### src/rtl/swcd_pkg.sv
package swcd_pkg;

  localparam int TIME_W = 23;
  localparam int AMT_W  = 24;
  localparam int CMD_W  = 3;
  localparam int MIN_W  = 7;
  localparam int SEC_W  = 6;
  localparam int MS_W   = 10;
  localparam int MODE_W = 2;
  localparam int DATA_W = 32;
  localparam int ADDR_W = 3;

  // Signed working width for time +/- amount.
  localparam int SUM_W = 26;

  localparam logic [TIME_W-1:0] MAX_MS = TIME_W'(5999999);

  // Command codes.
  localparam logic [CMD_W-1:0] CMD_TICK  = 3'd0;
  localparam logic [CMD_W-1:0] CMD_START = 3'd1;
  localparam logic [CMD_W-1:0] CMD_END   = 3'd2;
  localparam logic [CMD_W-1:0] CMD_PAUSE = 3'd3;
  localparam logic [CMD_W-1:0] CMD_ADD   = 3'd4;
  localparam logic [CMD_W-1:0] CMD_LOAD  = 3'd5;

  // Run modes.
  localparam logic [MODE_W-1:0] MODE_IDLE  = 2'd0;
  localparam logic [MODE_W-1:0] MODE_COUNT = 2'd1;
  localparam logic [MODE_W-1:0] MODE_ENDED = 2'd2;

  // Register word index (paddr[2]).
  localparam logic REG_START_IDX = 1'b0;
  localparam logic REG_LIMIT_IDX = 1'b1;

  // Constant division by reciprocal multiply.
  // t / 1000 = (t * ceil(2^33 / 1000)) >> 33, exact for t < 2^23.
  localparam int Q_W = 14;
  localparam logic [23:0] RECIP_1000 = 24'd8589935;
  localparam int RECIP_1000_SHIFT = 33;
  localparam int PROD1_W = TIME_W + 24;
  // q / 60 = (q * ceil(2^22 / 60)) >> 22, exact for q < 2^14.
  localparam logic [16:0] RECIP_60 = 17'd69906;
  localparam int RECIP_60_SHIFT = 22;
  localparam int PROD2_W = Q_W + 17;
  localparam int MINQ_W = 8;

  typedef struct packed {
    logic [TIME_W-1:0] start_ms;
    logic [TIME_W-1:0] limit_ms;
  } cfg_t;

  typedef struct packed {
    logic [TIME_W-1:0] time_ms;
    logic [MODE_W-1:0] mode;
    logic              hold;
  } snap_t;

  function automatic logic [TIME_W-1:0] clamp_ms(input logic signed [SUM_W-1:0] v);
    logic signed [SUM_W-1:0] max_x;
    max_x = $signed(SUM_W'(MAX_MS));
    if (v < 0) begin
      return '0;
    end else if (v > max_x) begin
      return MAX_MS;
    end else begin
      return v[TIME_W-1:0];
    end
  endfunction

endpackage

### src/rtl/swcd_cmd_if.sv
interface swcd_cmd_if;
  logic                                valid;
  logic                                ready;
  logic [swcd_pkg::CMD_W-1:0]          command;
  logic signed [swcd_pkg::AMT_W-1:0]   amount_ms;
  logic                                pause_flag;

  modport source (output valid, command, amount_ms, pause_flag, input ready);
  modport sink (input valid, command, amount_ms, pause_flag, output ready);
endinterface

### src/rtl/swcd_res_if.sv
interface swcd_res_if;
  logic                          valid;
  logic                          ready;
  logic [swcd_pkg::TIME_W-1:0]   total_ms;
  logic [swcd_pkg::MIN_W-1:0]    minutes;
  logic [swcd_pkg::SEC_W-1:0]    seconds;
  logic [swcd_pkg::MS_W-1:0]     millis;
  logic [swcd_pkg::MODE_W-1:0]   run_state;
  logic                          paused;

  modport source (output valid, total_ms, minutes, seconds, millis, run_state, paused,
                  input ready);
  modport sink (input valid, total_ms, minutes, seconds, millis, run_state, paused,
                output ready);
endinterface

### src/rtl/stopwatch_countdown_timer_unit.sv
// Millisecond stopwatch / countdown timer.
// cmd channel: one beat per command (tick, start, end, set pause, add time,
// load) with a signed millisecond amount and a pause flag.
// res channel: one beat per command with the time after that command, as a
// total and split into minutes, seconds and millis, plus run state and pause.
// APB port: word 0 start_time_ms, word 1 limit_ms (nonzero limit selects
// countdown). Write these only while no command is in flight.
// After its command beat is taken, a command passes the input register, state
// update, seconds divide, minute/milli split and result register. Throughput:
// one command per cycle while res is not stalled, set by the single state
// update stage; the split stages are a plain pipeline.
// Reset (rst, synchronous): time 0, idle, not paused, both registers 0,
// pipeline empty.
// When res is stalled the pipeline keeps taking commands until all five
// stages are full; then cmd.ready drops and nothing is lost or repeated.
module stopwatch_countdown_timer_unit (
  input  logic                          clk,
  input  logic                          rst,
  swcd_cmd_if.sink                      cmd,
  swcd_res_if.source                    res,
  input  logic                          psel,
  input  logic                          penable,
  input  logic                          pwrite,
  input  logic [swcd_pkg::ADDR_W-1:0]   paddr,
  input  logic [swcd_pkg::DATA_W-1:0]   pwdata,
  output logic [swcd_pkg::DATA_W-1:0]   prdata,
  output logic                          pready
);

  swcd_pkg::cfg_t  cfg;
  swcd_pkg::snap_t snap;
  logic            snap_valid;
  logic            snap_ready;

  swcd_regs u_regs (
    .clk     (clk),
    .rst     (rst),
    .psel    (psel),
    .penable (penable),
    .pwrite  (pwrite),
    .paddr   (paddr),
    .pwdata  (pwdata),
    .prdata  (prdata),
    .pready  (pready),
    .cfg     (cfg)
  );

  swcd_core u_core (
    .clk        (clk),
    .rst        (rst),
    .cmd        (cmd),
    .cfg        (cfg),
    .snap       (snap),
    .snap_valid (snap_valid),
    .snap_ready (snap_ready)
  );

  swcd_split u_split (
    .clk        (clk),
    .rst        (rst),
    .snap       (snap),
    .snap_valid (snap_valid),
    .snap_ready (snap_ready),
    .res        (res)
  );

endmodule

### src/rtl/swcd_regs.sv
module swcd_regs (
  input  logic                          clk,
  input  logic                          rst,
  input  logic                          psel,
  input  logic                          penable,
  input  logic                          pwrite,
  input  logic [swcd_pkg::ADDR_W-1:0]   paddr,
  input  logic [swcd_pkg::DATA_W-1:0]   pwdata,
  output logic [swcd_pkg::DATA_W-1:0]   prdata,
  output logic                          pready,
  output swcd_pkg::cfg_t                cfg
);

  logic [swcd_pkg::TIME_W-1:0] start_ms;
  logic [swcd_pkg::TIME_W-1:0] limit_ms;
  logic                        wr_en;
  logic                        idx;

  assign pready = 1'b1;
  assign wr_en  = psel && penable && pwrite;
  assign idx    = paddr[swcd_pkg::ADDR_W-1];

  always_ff @(posedge clk) begin
    if (rst) begin
      start_ms <= '0;
      limit_ms <= '0;
    end else if (wr_en) begin
      unique case (idx)
        swcd_pkg::REG_START_IDX: start_ms <= pwdata[swcd_pkg::TIME_W-1:0];
        swcd_pkg::REG_LIMIT_IDX: limit_ms <= pwdata[swcd_pkg::TIME_W-1:0];
        default: ;
      endcase
    end
  end

  always_comb begin
    unique case (idx)
      swcd_pkg::REG_START_IDX:
        prdata = swcd_pkg::DATA_W'(start_ms);
      swcd_pkg::REG_LIMIT_IDX:
        prdata = swcd_pkg::DATA_W'(limit_ms);
      default:
        prdata = '0;
    endcase
  end

  assign cfg.start_ms = start_ms;
  assign cfg.limit_ms = limit_ms;

endmodule

### src/rtl/swcd_core.sv
module swcd_core (
  input  logic              clk,
  input  logic              rst,
  swcd_cmd_if.sink          cmd,
  input  swcd_pkg::cfg_t    cfg,
  output swcd_pkg::snap_t   snap,
  output logic              snap_valid,
  input  logic              snap_ready
);

  // input stage
  logic                                v0;
  logic [swcd_pkg::CMD_W-1:0]          op_code;
  logic signed [swcd_pkg::AMT_W-1:0]   amount;
  logic                                pause_req;

  // timer state; doubles as the snapshot stage
  logic                                v1;
  logic [swcd_pkg::TIME_W-1:0]         time_count;
  logic [swcd_pkg::MODE_W-1:0]         run_mode;
  logic                                hold;

  logic [swcd_pkg::TIME_W-1:0]         time_count_next;
  logic [swcd_pkg::MODE_W-1:0]         run_mode_next;
  logic                                hold_next;

  logic                                rdy0;
  logic                                rdy1;
  logic                                adv;

  logic [swcd_pkg::TIME_W-1:0]         lim;
  logic [swcd_pkg::TIME_W-1:0]         start_c;
  logic signed [swcd_pkg::SUM_W-1:0]   time_x;
  logic signed [swcd_pkg::SUM_W-1:0]   amt_x;
  logic signed [swcd_pkg::SUM_W-1:0]   sum;
  logic signed [swcd_pkg::SUM_W-1:0]   diff;

  assign rdy1      = !v1 || snap_ready;
  assign rdy0      = !v0 || rdy1;
  assign adv       = v0 && rdy1;
  assign cmd.ready = rdy0;

  always_ff @(posedge clk) begin
    if (cmd.valid && rdy0) begin
      op_code   <= cmd.command;
      amount    <= cmd.amount_ms;
      pause_req <= cmd.pause_flag;
    end
  end

  always_ff @(posedge clk) begin
    if (rst) begin
      v0         <= 1'b0;
      v1         <= 1'b0;
      time_count <= '0;
      run_mode   <= swcd_pkg::MODE_IDLE;
      hold       <= 1'b0;
    end else begin
      if (rdy0) begin
        v0 <= cmd.valid;
      end
      if (rdy1) begin
        v1 <= v0;
      end
      if (adv) begin
        time_count <= time_count_next;
        run_mode   <= run_mode_next;
        hold       <= hold_next;
      end
    end
  end

  assign lim     = (cfg.limit_ms > swcd_pkg::MAX_MS) ? swcd_pkg::MAX_MS : cfg.limit_ms;
  assign start_c = (cfg.start_ms > swcd_pkg::MAX_MS) ? swcd_pkg::MAX_MS : cfg.start_ms;
  assign time_x  = $signed(swcd_pkg::SUM_W'(time_count));
  assign amt_x   = swcd_pkg::SUM_W'(amount);
  assign sum     = time_x + amt_x;
  assign diff    = time_x - amt_x;

  always_comb begin
    time_count_next = time_count;
    run_mode_next   = run_mode;
    hold_next       = hold;
    unique case (op_code)
      swcd_pkg::CMD_TICK: begin
        if (run_mode == swcd_pkg::MODE_COUNT && !hold) begin
          if (lim == '0) begin
            time_count_next = swcd_pkg::clamp_ms(sum);
          end else if (diff <= 0) begin
            time_count_next = '0;
            run_mode_next   = swcd_pkg::MODE_ENDED;
            hold_next       = 1'b1;
          end else begin
            time_count_next = swcd_pkg::clamp_ms(diff);
          end
        end
      end
      swcd_pkg::CMD_START: begin
        if (run_mode != swcd_pkg::MODE_COUNT) begin
          hold_next     = 1'b0;
          run_mode_next = swcd_pkg::MODE_COUNT;
        end
      end
      swcd_pkg::CMD_END: begin
        if (run_mode == swcd_pkg::MODE_COUNT) begin
          hold_next     = 1'b1;
          run_mode_next = swcd_pkg::MODE_ENDED;
        end
      end
      swcd_pkg::CMD_PAUSE: begin
        hold_next = pause_req;
      end
      swcd_pkg::CMD_ADD: begin
        time_count_next = swcd_pkg::clamp_ms(sum);
      end
      swcd_pkg::CMD_LOAD: begin
        run_mode_next   = swcd_pkg::MODE_IDLE;
        hold_next       = 1'b0;
        time_count_next = (lim != '0) ? lim : start_c;
      end
      default: ;
    endcase
  end

  assign snap.time_ms = time_count;
  assign snap.mode    = run_mode;
  assign snap.hold    = hold;
  assign snap_valid   = v1;

  a_time_in_range: assert property (@(posedge clk) disable iff (rst)
    time_count <= swcd_pkg::MAX_MS)
    else $error("time_count above limit");

  a_mode_legal: assert property (@(posedge clk) disable iff (rst)
    run_mode != 2'd3)
    else $error("run_mode holds unused code");

  a_state_holds: assert property (@(posedge clk) disable iff (rst)
    !adv |=> $stable(time_count) && $stable(run_mode) && $stable(hold))
    else $error("state changed without a command");

  a_end_pauses: assert property (@(posedge clk) disable iff (rst)
    adv && run_mode == swcd_pkg::MODE_COUNT && run_mode_next == swcd_pkg::MODE_ENDED
    |=> hold && time_count == (($past(op_code) == swcd_pkg::CMD_TICK) ? '0 : $past(time_count)))
    else $error("end of count did not pause");

endmodule

### src/rtl/swcd_split.sv
module swcd_split (
  input  logic              clk,
  input  logic              rst,
  input  swcd_pkg::snap_t   snap,
  input  logic              snap_valid,
  output logic              snap_ready,
  swcd_res_if.source        res
);

  logic [swcd_pkg::PROD1_W-1:0]  prod1;
  logic [swcd_pkg::Q_W-1:0]      q_in;
  logic [swcd_pkg::TIME_W-1:0]   rem3;
  logic [swcd_pkg::PROD2_W-1:0]  prod2;
  logic [swcd_pkg::Q_W-1:0]      sec_all;

  // stage 2: whole seconds
  logic                          v2;
  logic [swcd_pkg::TIME_W-1:0]   t2;
  logic [swcd_pkg::Q_W-1:0]      q2;
  logic [swcd_pkg::MODE_W-1:0]   mode2;
  logic                          hold2;

  // stage 3: minutes and millis
  logic                          v3;
  logic [swcd_pkg::TIME_W-1:0]   t3;
  logic [swcd_pkg::Q_W-1:0]      q3;
  logic [swcd_pkg::MINQ_W-1:0]   min3;
  logic [swcd_pkg::MS_W-1:0]     ms3;
  logic [swcd_pkg::MODE_W-1:0]   mode3;
  logic                          hold3;

  // stage 4: result register
  logic                          v4;
  logic [swcd_pkg::TIME_W-1:0]   total;
  logic [swcd_pkg::MIN_W-1:0]    minutes;
  logic [swcd_pkg::SEC_W-1:0]    seconds;
  logic [swcd_pkg::MS_W-1:0]     millis;
  logic [swcd_pkg::MODE_W-1:0]   run_state;
  logic                          paused;

  logic rdy2;
  logic rdy3;
  logic rdy4;

  assign rdy4       = !v4 || res.ready;
  assign rdy3       = !v3 || rdy4;
  assign rdy2       = !v2 || rdy3;
  assign snap_ready = rdy2;

  assign prod1   = swcd_pkg::PROD1_W'(snap.time_ms) * swcd_pkg::PROD1_W'(swcd_pkg::RECIP_1000);
  assign q_in    = prod1[swcd_pkg::RECIP_1000_SHIFT +: swcd_pkg::Q_W];
  assign rem3    = t2 - swcd_pkg::TIME_W'(q2) * swcd_pkg::TIME_W'(1000);
  assign prod2   = swcd_pkg::PROD2_W'(q2) * swcd_pkg::PROD2_W'(swcd_pkg::RECIP_60);
  assign sec_all = q3 - swcd_pkg::Q_W'(min3) * swcd_pkg::Q_W'(60);

  always_ff @(posedge clk) begin
    if (rst) begin
      v2 <= 1'b0;
      v3 <= 1'b0;
      v4 <= 1'b0;
    end else begin
      if (rdy2) begin
        v2 <= snap_valid;
      end
      if (rdy3) begin
        v3 <= v2;
      end
      if (rdy4) begin
        v4 <= v3;
      end
    end
  end

  always_ff @(posedge clk) begin
    if (snap_valid && rdy2) begin
      t2    <= snap.time_ms;
      q2    <= q_in;
      mode2 <= snap.mode;
      hold2 <= snap.hold;
    end
    if (v2 && rdy3) begin
      t3    <= t2;
      q3    <= q2;
      min3  <= prod2[swcd_pkg::RECIP_60_SHIFT +: swcd_pkg::MINQ_W];
      ms3   <= rem3[swcd_pkg::MS_W-1:0];
      mode3 <= mode2;
      hold3 <= hold2;
    end
    if (v3 && rdy4) begin
      total     <= t3;
      minutes   <= min3[swcd_pkg::MIN_W-1:0];
      seconds   <= sec_all[swcd_pkg::SEC_W-1:0];
      millis    <= ms3;
      run_state <= mode3;
      paused    <= hold3;
    end
  end

  assign res.valid     = v4;
  assign res.total_ms  = total;
  assign res.minutes   = minutes;
  assign res.seconds   = seconds;
  assign res.millis    = millis;
  assign res.run_state = run_state;
  assign res.paused    = paused;

  a_fields_in_range: assert property (@(posedge clk) disable iff (rst)
    v4 |-> seconds < 6'd60 && millis < 10'd1000 && minutes < 7'd100)
    else $error("split field out of range");

  a_split_sums: assert property (@(posedge clk) disable iff (rst)
    v4 |-> total == swcd_pkg::TIME_W'(minutes) * swcd_pkg::TIME_W'(60000)
                  + swcd_pkg::TIME_W'(seconds) * swcd_pkg::TIME_W'(1000)
                  + swcd_pkg::TIME_W'(millis))
    else $error("split does not add up to total");

endmodule

### src/flat_wrapper.sv
// flat-port wrapper written by rule: the top's interface ports become plain ports
module stopwatch_countdown_timer_unit_flat 
  (clk, rst, psel, penable, pwrite, paddr, pwdata, prdata, pready, cmd_valid, cmd_command, cmd_amount_ms, cmd_pause_flag, cmd_ready, res_valid, res_total_ms, res_minutes, res_seconds, res_millis, res_run_state, res_paused, res_ready);
  swcd_cmd_if cmd_i ();
  swcd_res_if res_i ();
  input  logic clk;
  input  logic rst;
  input  logic psel;
  input  logic penable;
  input  logic pwrite;
  input  logic [swcd_pkg::ADDR_W-1:0] paddr;
  input  logic [swcd_pkg::DATA_W-1:0] pwdata;
  output logic [swcd_pkg::DATA_W-1:0] prdata;
  output logic pready;
  input wire logic [$bits(cmd_i.valid)-1:0] cmd_valid;
  input wire logic [$bits(cmd_i.command)-1:0] cmd_command;
  input wire logic [$bits(cmd_i.amount_ms)-1:0] cmd_amount_ms;
  input wire logic [$bits(cmd_i.pause_flag)-1:0] cmd_pause_flag;
  output wire logic [$bits(cmd_i.ready)-1:0] cmd_ready;
  output wire logic [$bits(res_i.valid)-1:0] res_valid;
  output wire logic [$bits(res_i.total_ms)-1:0] res_total_ms;
  output wire logic [$bits(res_i.minutes)-1:0] res_minutes;
  output wire logic [$bits(res_i.seconds)-1:0] res_seconds;
  output wire logic [$bits(res_i.millis)-1:0] res_millis;
  output wire logic [$bits(res_i.run_state)-1:0] res_run_state;
  output wire logic [$bits(res_i.paused)-1:0] res_paused;
  input wire logic [$bits(res_i.ready)-1:0] res_ready;
  assign cmd_i.valid = cmd_valid;
  assign cmd_i.command = cmd_command;
  assign cmd_i.amount_ms = cmd_amount_ms;
  assign cmd_i.pause_flag = cmd_pause_flag;
  assign cmd_ready = cmd_i.ready;
  assign res_valid = res_i.valid;
  assign res_total_ms = res_i.total_ms;
  assign res_minutes = res_i.minutes;
  assign res_seconds = res_i.seconds;
  assign res_millis = res_i.millis;
  assign res_run_state = res_i.run_state;
  assign res_paused = res_i.paused;
  assign res_i.ready = res_ready;
  stopwatch_countdown_timer_unit u_core (.clk(clk), .rst(rst), .cmd(cmd_i), .res(res_i), .psel(psel), .penable(penable), .pwrite(pwrite), .paddr(paddr), .pwdata(pwdata), .prdata(prdata), .pready(pready));
endmodule
### config.mk
export PLATFORM = sky130hd
export DESIGN_NAME = stopwatch_countdown_timer_unit_flat
export DESIGN_NICKNAME = d
export VERILOG_FILES = /design/src/rtl/swcd_pkg.sv /design/src/rtl/swcd_cmd_if.sv /design/src/rtl/swcd_res_if.sv /design/src/rtl/stopwatch_countdown_timer_unit.sv /design/src/rtl/swcd_regs.sv /design/src/rtl/swcd_core.sv /design/src/rtl/swcd_split.sv /design/src/flat_wrapper.sv
export SDC_FILE = /design/constraint.sdc
export NUM_CORES = 1
export LEC_CHECK = 0
export ABC_AREA = 1
export BUFFER_PORTS_ARGS = -buffer_cell sky130_fd_sc_hd__buf_4
export CAP_MARGIN = 20
export CORE_UTILIZATION = 50
export CTS_CLUSTER_SIZE = 14
export DETAILED_ROUTE_END_ITERATION = 12
export PLACE_DENSITY = 0.67
export RECOVER_POWER = 50
export SYNTH_ARGS = -nofsm -noshare
export SYNTH_HDL_FRONTEND = slang
export SYNTH_SLANG_ARGS = --single-unit
### constraint.sdc
create_clock -name clk -period 8.46 [get_ports clk]
set_clock_uncertainty 0.15 [all_clocks]
set_input_delay 2.538 -clock clk [delete_from_list [all_inputs] [get_ports clk]]
set_output_delay 2.538 -clock clk [all_outputs]
set_load 0.01 [all_outputs]
Yosys cells after proc, flatten, opt, wreduce, memory -nomap -nowiden
Index checks and enable logic that the tools add are counted.
{"block": "word_totals", "register_bits": 244, "inputBits": 70, "out_inout_bits": 84, "elab_cells": 111}
{"block": "op_classes", "n_addsub": 4, "mul": 4, "n_lt_le_gt_ge": 7, "n_eq_ne": 12, "n_mux": 24, "bitwise": 1, "reduce_logical": 30}
{"operator": "two-way mux 23 bit", "n": 10}
{"operator": "case mux 23 bit (3 select lines)", "n": 1}
{"operator": "case mux 32 bit (2 select lines)", "n": 1}
{"operator": "greater-than comparator 25 x 24 -> 1 bit, second input constant", "n": 2}
{"operator": "< comparator 25 x 1 -> 1 bit, second input constant", "n": 2}
{"operator": "multiplier 23 x 24 -> 47 bit, second input constant", "n": 1}
{"operator": "greater-than comparator 23 bit, second input constant", "n": 2}
{"operator": "multiplier 14 x 16 -> 29 bit, second input constant", "n": 1}
{"operator": "adder 24 x 24 -> 25 bit", "n": 1}
{"operator": "less-or-equal comparator 25 x 1 -> 1 bit, second input constant", "n": 1}
{"operator": "subtractor 24 x 24 -> 25 bit", "n": 1}
{"operator": "logical NOT 23 bit", "n": 1}
{"operator": "nonzero test 23 bit", "n": 1}
{"operator": "multiplier 14 x 7 -> 7 bit, second input constant", "n": 1}
{"operator": "AND reduction 7 bit", "n": 2}
{"operator": "two-way mux 2 bit", "n": 5}
{"operator": "!= test 2 bit, second input constant", "n": 5}
{"operator": "subtractor 10 bit", "n": 1}
{"operator": "logical AND 1 bit", "n": 8}
{"operator": "multiplier 8 x 4 -> 4 bit, second input constant", "n": 1}
{"operator": "case mux 2 bit (4 select lines)", "n": 1}
{"operator": "equality test 3 x 2 -> 1 bit, second input constant", "n": 2}
{"operator": "equality test 3 bit, second input constant", "n": 2}
{"operator": "logical NOT 1 bit", "n": 6}
{"operator": "14 further kinds", "n": 23}

Longest topological paths before layout
Gate-level depths: netlist of the first run.
{"block": "logic_depth", "ltp_word": 8, "mapped_depth": 27, "ltp_nobuf": 27}

Cells and area by module
Synthesis of the first run repeated with hierarchy kept, for this count alone.
{"block": "hier_totals", "hier_cells": 3550, "area_unflattened_um2": 27068.5}
{"module": "swcd_split", "instances": 1, "cells_each": 1730, "area_each_um2": 16528.4, "seq_area_each_um2": 4023.9}
{"module": "swcd_core", "instances": 1, "cells_each": 1456, "area_each_um2": 8114.0, "seq_area_each_um2": 1401.3}
{"module": "swcd_regs", "instances": 1, "cells_each": 364, "area_each_um2": 2426.1, "seq_area_each_um2": 920.9}

Least setup slack after synthesis of the first run
OpenSTA, ideal clock, no wires.
{"block": "synth_timing", "path_kind": "reg2reg", "start": "register u_core.u_core.time_count[21] (netlist name)", "end": "register u_core.u_split.q2[12] (netlist name), data pin", "setup_ns": 0.259, "t_arrival_ns": 5.707, "required_ns": 8.051, "setup_slack_ns": 2.344, "path_stages_with_launch": 24, "path_buffers": 0, "period_less_slack_ns": 6.116, "cell_sequence": "dfxtp_1 -> fa_1 -> fa_1 -> inv_1 -> fa_1 -> inv_1 -> fa_1 -> fa_1 -> fa_1 -> inv_1 -> fa_1 -> inv_1 -> ha_1 -> nand2_1 -> nor2_1 -> nand4_1 -> nor4_1 -> nand4_1 -> nand3_1 -> nand3_1 -> o211ai_1 -> nand2_1 -> nand3_1 -> xor2_1"}
{"block": "synth_via", "elab_chain_cells": 1}
{"element": "start, declared", "line": "swcd_core.sv:19", "source": "logic [swcd_pkg::TIME_W-1:0] time_count;"}
{"element": "start signal, assigned", "line": "swcd_core.sv:66", "source": "time_count <= time_count_next;"}
{"element": "multiplier 23 x 24 -> 47 bit", "line": "swcd_split.sv:50", "source": "assign prod1 = swcd_pkg::PROD1_W'(snap.time_ms) * swcd_pkg::PROD1_W'(swcd_pkg::RECIP_1000);"}
{"element": "via u_core.u_split.prod1 (one bit)", "line": "swcd_split.sv:10", "source": "logic [swcd_pkg::PROD1_W-1:0] prod1;"}
{"element": "end signal, assigned", "line": "swcd_split.sv:77", "source": "q2 <= q_in;"}
{"element": "end, declared", "line": "swcd_split.sv:19", "source": "logic [swcd_pkg::Q_W-1:0] q2;"}
The timed path passes the listed nets, and every way through them passes these cells.
A chain may end at the register's enable or synchronous reset.

Worst setup path after layout of the first run
{"block": "layout_timing", "start": "register u_core.u_core.time_count[10] (netlist name)", "end": "register u_core.u_split.q2[11] (netlist name), data pin"}
The elaborated chain is that of the path after synthesis.

==> flow_metrics.env, run 1 <==
export IMPL_setup_viol=0
export IMPL_crit_path_start_kind="flop"
export IMPL_cts_buffers_inserted=28
export IMPL_finalCritPeriodShare=0.879
export IMPL_avgSynthCellArea_um2=8.19
export IMPL_port_buffer_count=132
export IMPL_die_w_um=225
export IMPL_vdd_drop_max_mv=0.147
export IMPL_antenna_cells=0
export IMPL_power_density_mw_per_mm2=125
export IMPL_fp_dieH_um=225
export IMPL_grt_max_degree=48
export IMPL_min_from="u_core.u_split.t3[15]$_DFFE_PP_"
export IMPL_synth_edf_count=160
export IMPL_ctsRootBufferMaster="clkbuf_16"
export IMPL_outcome="complete, but fails checks"
export IMPL_synth_cell_types=52
export IMPL_drtIter0Drc=1546
export IMPL_cap_violations=3
export IMPL_max_freq_ghz=0.134
export IMPL_endpoint_kind="flop"
export IMPL_worstSetupPathType="reg -> reg"
export IMPL_design_area_mm2=0.0272
export IMPL_insertion_delay_ps=580
export IMPL_fin_tns_setup_ps=0
export IMPL_syn_area_mm2=0.0248
export IMPL_postCtsResizedCells=0
export IMPL_hpwl_um=56500
export IMPL_post_drt_wl_per_cell_um=18.1
export IMPL_violations="max-capacitance violations, max-slew violations"
export IMPL_htree_levels=1
export IMPL_drc=0
export IMPL_hp_class="reg -> reg"
export IMPL_dieArea_mm2=0.0505
export IMPL_synthArstFlopShare=0
export IMPL_final_cell_mix="nand2_1 (590), inv_1 (575), ha_1 (383)"
export IMPL_r2r_setup_slack_ps=1020
export IMPL_syn_inst=3024
export IMPL_cts_sinks=237
export IMPL_hold_buffers=0
export IMPL_start_util=0.506
export IMPL_drive_gt1_frac=0.0853
export IMPL_internal_power_mw=2.31
export IMPL_final_common_cell="nand2_1"
export IMPL_drtPass1Iterations=5
export IMPL_min_to="u_core.u_split.res.total_ms[15]$_DFFE_PP_"
export IMPL_hold_viol=0
export IMPL_cts_tree="done"
export IMPL_min_path_cells=0
export IMPL_yosysSeqAreaShare=0.256
export IMPL_maxSlewHeadroom=-0.816
export IMPL_tightestPinTransition_ps=2720
export IMPL_postCtsSetupRepairBufs=0
export IMPL_pwr_share_clk=0.357
export IMPL_r2r_start="u_core.u_core.time_count[10]$_SDFFE_PP0P_"
export IMPL_vias=20700
export IMPL_num_rows=81
export IMPL_postRouteAntennaNets=0
export IMPL_top_level_ports=154
export IMPL_cp_required_ps=8590
export IMPL_pwr_share_seq=0.383
export IMPL_grt_pass1_wl_um=109000
export IMPL_drv_slew=88
export IMPL_power_switching_mw=1.11
export IMPL_grt_pass1_vias=20000
export IMPL_ys_ff_latch=237
export IMPL_rsz0062_at_grt="no"
export IMPL_post_dp_cell_area_mm2=0.0263
export IMPL_switching_share=0.325
export IMPL_rr_endpoint="u_core.u_split.q2[11]$_DFFE_PP_"
export IMPL_antenna_found_initial=0
export IMPL_period_needed_ps=7440
export IMPL_grt_overflow=0
export IMPL_ff2ff_path_depth=26
export IMPL_power_frac_comb=0.260
export IMPL_finalWeightedCongestion=0.991
export IMPL_cp_arrival_ps=7570
export IMPL_synth_ff_type="edfxtp_1"
export IMPL_cts_clk_slew_worst_paths_ps=60
export IMPL_drt_total_wl_um=69400
export IMPL_via_per_inst=5.41
export IMPL_synth_warnings=0
export IMPL_grtUsageTotal=0.278
export IMPL_path_max_fanout=12
export IMPL_leakage_nw=14.0
export IMPL_clock_path_buffers=3
export IMPL_fin_nets=3775
export IMPL_syn2layout_area_growth_pct=9.96
export IMPL_core_area_mm2=0.0490
## power groups by stage
stage | registers [mW] | logic, mW | clock network (mW)
after floorplan | 1.32 | 0.648 | 0
after global placement | 1.33 | 0.869 | 0
after detailed placement | 1.33 | 0.883 | 0
after CTS | 1.31 | 0.890 | 1.24
after global routing | 1.31 | 1.02 | 1.29
final | 1.31 | 0.888 | 1.22
## worst max-delay path, stage by stage, from the launching register on
cell and delay [ps]:
dfxtp_1 300, clkbuf_1 770, ha_1 470, inv_1 100, fa_1 500, inv_1 50
fa_1 570, fa_1 430, ha_1 330, fa_1 540, inv_1 60, fa_1 530
inv_1 50, ha_1 310, nand2_1 70, nor2_1 130, or3b_2 450, o21a_1 210
o21ai_0 230, nand3_1 180, nand2_1 100, nand2_1 60, a21o_1 160, nand2_1 130
nand2_1 80, nand3_1 90, xor2_1 70
## final cells by class
class                           count  area, um2
Tap cell                          664        831
Clock buffer                       36        773
Clock inverter                     16        168
Multi-Input combinational cell   2101      15700
Timing Repair Buffer              165       1170
Fill cell                        4504      21700
Sequential cell                   237       6350
Inverter                          609       2290
## cells in the mapped netlist (23+ instances only)
| master | n | area [um2] |
|---|---|---|
| nand2_1 | 590 | 2210 |
| inv_1 | 575 | 2160 |
| ha_1 | 383 | 4790 |
| nand3_1 | 208 | 1040 |
| nor2_1 | 184 | 691 |
| fa_1 | 180 | 3600 |
| a21oi_1 | 169 | 846 |
| edfxtp_1 | 160 | 4800 |
| o21ai_0 | 116 | 581 |
| dfxtp_1 | 77 | 1540 |
| nand4_1 | 57 | 357 |
| clkbuf_1 | 36 | 135 |
| xor2_1 | 31 | 272 |
| inv_2 | 28 | 105 |
| buf_4 | 27 | 203 |
| nand2_2 | 23 | 144 |
## registers in the layout, summed over array words and instances (netlist names), 14 cells and up
signal,cells
u_core.u_split.t3,23
u_core.u_split.t2,23
u_core.u_core.time_count,23
u_core.u_split.res.total_ms,23
u_core.u_core.amount,24
u_core.u_split.q2,14
u_core.u_regs.limit_ms,23
u_core.u_regs.start_ms,23
## worst max-delay path by stage
stage | slack, ps | startpoint | to
floorplan | 2340 | u_core.u_core.time_count[21]$_SDFFE_PP0P_ | u_core.u_split.q2[12]$_DFFE_PP_
global placement | 1350 | u_core.u_core.time_count[21]$_SDFFE_PP0P_ | u_core.u_split.q2[12]$_DFFE_PP_
detailed placement | 1370 | u_core.u_core.time_count[21]$_SDFFE_PP0P_ | u_core.u_split.q2[12]$_DFFE_PP_
CTS | 1300 | u_core.u_core.time_count[21]$_SDFFE_PP0P_ | u_core.u_split.q2[12]$_DFFE_PP_
global route | 710 | u_core.u_core.time_count[10]$_SDFFE_PP0P_ | u_core.u_split.q2[11]$_DFFE_PP_
finish | 1020 | u_core.u_core.time_count[10]$_SDFFE_PP0P_ | u_core.u_split.q2[11]$_DFFE_PP_
## kinds of logic after synthesis
| logic type | synth area share |
|---|---|
| compound gates | 0.0804 |
| xor+xnor | 0.0173 |
| fa+ha+maj | 0.339 |
| buf+inv | 0.113 |
| flops | 0.256 |
| other cells | 0.000303 |
| simple gates | 0.194 |
## layer usage
layer / vias to the layer above / share of wire / track usage / wire length, um
met1: 9992 / 0.48 / 0.417 / 33300
met2: 653 / 0.44 / 0.430 / 30600
met4: 0 / 0.015 / 0.0535 / 1050
met3: 71 / 0.063 / 0.0327 / 4370
met5: - / 0 / 0 / 0
li1: 9995 / - / - / -
## through the flow
step | setup WS [ps] | std cells | utilization | hold slack (ps) | power [mW]
2_1_floorplan | 2340 | 3032 | - | 250 | 1.97
3_3_place_gp | 1350 | 3771 | 0.538 | 250 | 2.20
5_1_grt | 707 | 3828 | 0.557 | 266 | 3.62
3_5_place_dp | 1370 | 3771 | 0.538 | 255 | 2.21
4_1_cts | 1300 | 3823 | 0.557 | 241 | 3.44
6_report | 1020 | 3828 | 0.557 | 251 | 3.42
No activity file was read; power rests on OpenSTA's default activity.
==> run 2: changes to the inputs <==
--- a/config.mk
+++ b/config.mk
@@ -9,7 +9,6 @@
 export BUFFER_PORTS_ARGS = -buffer_cell sky130_fd_sc_hd__buf_4
 export CAP_MARGIN = 20
 export CORE_UTILIZATION = 50
-export CTS_CLUSTER_SIZE = 14
 export DETAILED_ROUTE_END_ITERATION = 12
 export PLACE_DENSITY = 0.67
 export RECOVER_POWER = 50
==> constraint.sdc (replaced) <==
create_clock -name clk -period 8.46 [get_ports clk]
set_clock_uncertainty 0.15 [all_clocks]
set_input_delay 0.846 -clock clk [delete_from_list [all_inputs] [get_ports clk]]
set_output_delay 0.846 -clock clk [all_outputs]
set_load 0.01 [all_outputs]
==> flow_metrics.env, run 2 (synthesis results as in run 1) <==
export IMPL_vias=20700
export IMPL_crit_path_top_delay_cell="clkbuf_1"
export IMPL_preCtsSetupSlack_ps=1460
export IMPL_port_buffer_count=132
export IMPL_drtPass1Iterations=6
export IMPL_placedCellCount=3770
export IMPL_cts_buffers_inserted=27
export IMPL_grt_pass1_vias=20000
export IMPL_vdd_drop_max_mv=0.137
export IMPL_cp_required_ps=8630
export IMPL_drc=0
export IMPL_final_common_cell="nand2_1"
export IMPL_grt_pass1_wl_um=108000
export IMPL_hpwl_um=56600
export IMPL_grt_max_degree=48
export IMPL_finalWeightedCongestion=0.993
export IMPL_fillCellCount=4538
export IMPL_fin_tns_setup_ps=0
export IMPL_htree_levels=1
export IMPL_top_level_ports=154
export IMPL_ctsRootBufferMaster="clkbuf_16"
export IMPL_num_rows=81
export IMPL_hold_viol=0
export IMPL_multi_input_area_mm2=0.0157
export IMPL_start_util=0.506
export IMPL_setup_viol=0
export IMPL_power_density_mw_per_mm2=123
export IMPL_tightestPinTransition_ps=2630
export IMPL_drtIter0Drc=1499
export IMPL_dieArea_mm2=0.0505
export IMPL_largest_reg_flops=24
export IMPL_grtUsageTotal=0.275
export IMPL_drt_total_wl_um=69100
export IMPL_final_cell_mix="nand2_1 (590), inv_1 (575), ha_1 (383)"
export IMPL_finalCritPeriodShare=0.875
export IMPL_hold_buffers=0
export IMPL_postCtsSetupRepairBufs=0
export IMPL_regArea_mm2=0.00635
export IMPL_grt_overflow=0
export IMPL_period_needed_ps=7400
export IMPL_fin_cells=3822
export IMPL_fp_dieH_um=225
export IMPL_hp_class="reg -> reg"
export IMPL_min_path_cells=0
export IMPL_crit_path_start_kind="flop"
export IMPL_postRouteAntennaNets=0
export IMPL_worstSetupPathType="reg -> reg"
export IMPL_cp_arrival_ps=7560
export IMPL_antenna_cells=0
export IMPL_p_total_mw=3.35
export IMPL_cts_clk_slew_worst_paths_ps=70
export IMPL_path_max_fanout=12
export IMPL_violations="max-capacitance violations, max-slew violations"
export IMPL_fin_ws_ps=1060
export IMPL_die_w_um=225
export IMPL_fin_nets=3772
export IMPL_antenna_found_initial=0
export IMPL_syn2layout_area_growth_pct=9.65
export IMPL_ff2ff_path_depth=26
export IMPL_post_drt_wl_per_cell_um=18.1
export IMPL_cpPeakStageDelay_ps=810
export IMPL_rsz0062_at_grt="no"
export IMPL_cts_sinks=237
export IMPL_postCtsResizedCells=0
export IMPL_core_area_mm2=0.0490
export IMPL_top_register="u_core.u_core.amount"
export IMPL_maxSlewHeadroom=-0.754
export IMPL_final_core_util=0.555
export IMPL_endpoint_kind="flop"
export IMPL_max_freq_ghz=0.135
export IMPL_outcome="complete, but fails checks"
export IMPL_cap_violations=3
export IMPL_clock_path_buffers=3
export IMPL_insertion_delay_ps=570
export IMPL_drv_slew=130
export IMPL_cts_tree="done"
export IMPL_drive_gt1_frac=0.0852
export IMPL_leakage_nw=14.0
export IMPL_via_per_inst=5.42
[run 2: cell count changes in the layout (fill, tap and decap cells not counted), sizes merged]
cell	change
buf	+2
clkbuf	-9
clkinv	+1
[run 2: stage by stage]
step           instance area [um2]  hold WS (ps)
2_1_floorplan                24800           250
3_3_place_gp                 26300           251
3_5_place_dp                 26300           255
4_1_cts                      27200           247
5_1_grt                      27200           267
6_report                     27200           260
[run 2: worst max-delay path, delay by kind of cell (launching register included)]
kind                       cells  cell delay [ps]
buffers and inverters          5             1070
and+or+nand+nor                9             1290
DFF                            1              310
AOI/OAI and AO/OA              3              580
adders and majority gates      8             3680
xor gates and xnor gates       1               70
[run 2: layer usage]
metal	global-route usage	routed length [um]	vias to the layer above
met5	0	0	-
met4	0.0549	1500	0
met3	0.0304	4530	87
met2	0.420	29900	729
met1	0.419	33200	9899
li1	-	-	9993
[run 2: final timing paths]
path	from	to	slack, ps
worst min-delay path	u_core.u_split.mode3[1]$_DFFE_PP_	u_core.u_split.res.run_state[1]$_DFFE_PP_	260
worst min register to register	u_core.u_split.mode3[1]$_DFFE_PP_	u_core.u_split.res.run_state[1]$_DFFE_PP_	260
worst max-delay path	u_core.u_core.time_count[10]$_SDFFE_PP0P_	u_core.u_split.q2[11]$_DFFE_PP_	1060
worst max register to register	u_core.u_core.time_count[10]$_SDFFE_PP0P_	u_core.u_split.q2[11]$_DFFE_PP_	1060
[run 2: area by class of cell]
type | instances | share of cell area
sequential | 237 | 0.234
clock buffer | 31 | 0.0258
clock inverter | 17 | 0.00612
inverter | 609 | 0.0842
tap | 664 | 0.0306
multi-input combinational | 2101 | 0.577
timing repair buffer | 163 | 0.0429
[run 2: power breakdown]
part           total [mW]  internal, mW  switching, mW
Sequential           1.31          1.28         0.0343
Combinational       0.886         0.316          0.570
Clock                1.15         0.660          0.494
Total                3.35          2.25           1.10
==> run 3: changes to the inputs <==
--- a/config.mk
+++ b/config.mk
@@ -8,9 +8,10 @@
 export ABC_AREA = 1
 export BUFFER_PORTS_ARGS = -buffer_cell sky130_fd_sc_hd__buf_4
 export CAP_MARGIN = 20
-export CORE_UTILIZATION = 50
+export CORE_ASPECT_RATIO = 1.1
+export CORE_UTILIZATION = 63
 export DETAILED_ROUTE_END_ITERATION = 12
-export PLACE_DENSITY = 0.67
+export PLACE_DENSITY = 0.81
 export RECOVER_POWER = 50
 export SYNTH_ARGS = -nofsm -noshare
 export SYNTH_HDL_FRONTEND = slang
==> flow_metrics.env, run 3 (synthesis results as in run 1) <==
export IMPL_ff2ff_path_depth=26
export IMPL_hp_class="reg -> reg"
export IMPL_via_per_inst=5.73
export IMPL_finalCritPeriodShare=0.872
export IMPL_grt_pass1_wl_um=107000
export IMPL_final_common_cell="nand2_1"
export IMPL_fin_tns_setup_ps=0
export IMPL_pwr_share_seq=0.402
export IMPL_fp_dieH_um=210
export IMPL_insertion_delay_ps=540
export IMPL_power_density_mw_per_mm2=122
export IMPL_min_path_cells=0
export IMPL_grt_pass1_vias=20400
export IMPL_leakage_nw=13.8
export IMPL_power_frac_comb=0.273
export IMPL_syn2layout_area_growth_pct=8.02
export IMPL_port_buffer_count=132
export IMPL_cts_tree="done"
export IMPL_vdd_drop_max_mv=0.181
export IMPL_placedCellCount=3602
export IMPL_max_freq_ghz=0.136
export IMPL_final_core_util=0.696
export IMPL_busiest_layer="met2"
export IMPL_post_drt_wl_per_cell_um=18.5
export IMPL_cpPeakStageDelay_ps=980
export IMPL_cp_required_ps=8580
export IMPL_vias=20900
export IMPL_setup_viol=0
export IMPL_internal_power_mw=2.20
export IMPL_cts_clk_slew_worst_paths_ps=70
export IMPL_crit_path_start_kind="flop"
export IMPL_fin_cells=3651
export IMPL_path_max_fanout=12
export IMPL_period_needed_ps=7380
export IMPL_drc=0
export IMPL_core_area_mm2=0.0385
export IMPL_crit_path_top_delay_cell="clkbuf_1"
export IMPL_p_total_mw=3.27
export IMPL_htree_levels=1
export IMPL_drive_gt1_frac=0.0749
export IMPL_tightestPinTransition_ps=2570
export IMPL_violations="max-capacitance violations, max-slew violations"
export IMPL_cap_violations=3
export IMPL_postRouteAntennaNets=0
export IMPL_cts_buffers_inserted=25
export IMPL_grt_overflow=0
export IMPL_hpwl_um=54400
export IMPL_post_dp_cell_area_mm2=0.0261
export IMPL_gr_usage_met3=0.0430
export IMPL_gr_usage_met2=0.556
export IMPL_final_cell_mix="nand2_1 (590), inv_1 (574), ha_1 (383)"
export IMPL_switching_share=0.327
export IMPL_power_switching_mw=1.07
export IMPL_grt_max_degree=48
export IMPL_postCtsResizedCells=0
export IMPL_drv_slew=130
export IMPL_min_to="u_core.u_split.res.run_state[0]$_DFFE_PP_"
export IMPL_top_register="u_core.u_core.amount"
export IMPL_critPathTopFamily="adder cells"
export IMPL_pwr_share_clk=0.326
export IMPL_clock_path_buffers=3
export IMPL_largest_reg_flops=24
export IMPL_ctsRootBufferMaster="clkbuf_16"
export IMPL_drtPass1Iterations=7
export IMPL_rr_endpoint="u_core.u_split.q2[11]$_DFFE_PP_"
export IMPL_outcome="complete, but fails checks"
export IMPL_dieArea_mm2=0.0401
export IMPL_start_util=0.644
export IMPL_antenna_found_initial=1
export IMPL_top_level_ports=154
export IMPL_min_from="u_core.u_split.mode3[0]$_DFFE_PP_"
export IMPL_worst_path_buf_inv=5
export IMPL_maxSlewHeadroom=-0.713
export IMPL_grtUsageMet1=0.481
export IMPL_cts_sinks=237
export IMPL_hold_buffers=0
export IMPL_cp_arrival_ps=7500
export IMPL_finalWeightedCongestion=0.987
export IMPL_drt_total_wl_um=67400
export IMPL_r2r_setup_slack_ps=1080
export IMPL_fin_nets=3766
export IMPL_worstSetupPathType="reg -> reg"
export IMPL_endpoint_kind="flop"
export IMPL_r2r_start="u_core.u_core.time_count[8]$_SDFFE_PP0P_"
export IMPL_postCtsSetupRepairBufs=0
export IMPL_rsz0062_at_grt="no"
export IMPL_cp_common_cell="nand2_1"
export IMPL_grtUsageTotal=0.341
export IMPL_hold_viol=0
export IMPL_design_area_mm2=0.0268
export IMPL_num_rows=75
export IMPL_drtIter0Drc=1576
export IMPL_die_w_um=191
-- run 3: through the flow --
stage / worst slack, ps / hold WS (ps)
5_1_grt: 886 / 269
3_5_place_dp: 1500 / 255
4_1_cts: 1460 / 262
2_1_floorplan: 2340 / 250
3_3_place_gp: 1600 / 250
6_report: 1080 / 258
-- run 3: worst max path at each step --
stage               depth (start not counted)                               to                                 startpoint
finish                                     26  u_core.u_split.q2[11]$_DFFE_PP_   u_core.u_core.time_count[8]$_SDFFE_PP0P_
detailed placement                         23  u_core.u_split.q2[12]$_DFFE_PP_  u_core.u_core.time_count[20]$_SDFFE_PP0P_
CTS                                        25  u_core.u_split.q2[11]$_DFFE_PP_   u_core.u_core.time_count[6]$_SDFFE_PP0P_
global placement                           25  u_core.u_split.q2[11]$_DFFE_PP_   u_core.u_core.time_count[6]$_SDFFE_PP0P_
floorplan                                  23  u_core.u_split.q2[12]$_DFFE_PP_  u_core.u_core.time_count[21]$_SDFFE_PP0P_
global route                               24   u_core.u_split.q2[9]$_DFFE_PP_   u_core.u_core.time_count[8]$_SDFFE_PP0P_
-- run 3: cell type report --
type                       instances  area, um2
antenna                            1       2.50
clock buffer                      36        698
clock inverter                     8       73.8
fill                            3108      11700
inverter                         609       2290
multi-input combinational       2101      15700
sequential                       237       6350
tap                              500        626
timing repair buffer             159       1050
-- run 3: per-layer routing --
| metal | vias up | share of wire | wire length [um] |
|---|---|---|---|
| met5 | - | 0 | 0 |
| met3 | 120 | 0.075 | 5090 |
| met2 | 869 | 0.46 | 31200 |
| met1 | 9960 | 0.44 | 29500 |
| met4 | 0 | 0.024 | 1650 |
| li1 | 9972 | - | - |
-- run 3: power groups by stage --
stage / Sequential, mW / Clock [mW] / Combinational [mW]
final: 1.31 / 1.06 / 0.891
after detailed placement: 1.33 / 0 / 0.878
after global routing: 1.31 / 1.12 / 1.01
after CTS: 1.31 / 1.08 / 0.886
after global placement: 1.33 / 0 / 0.848
after floorplan: 1.32 / 0 / 0.648
-- run 3: worst reg2reg max path, delay by kind of cell (launching register included) --
| kind | cells | cell delay (ps) |
|---|---|---|
| simple gates | 9 | 1250 |
| fa+ha+maj | 8 | 3560 |
| buf+inv | 5 | 1250 |
| compound gates | 3 | 530 |
| flops | 1 | 300 |
| xor+xnor | 1 | 70 |
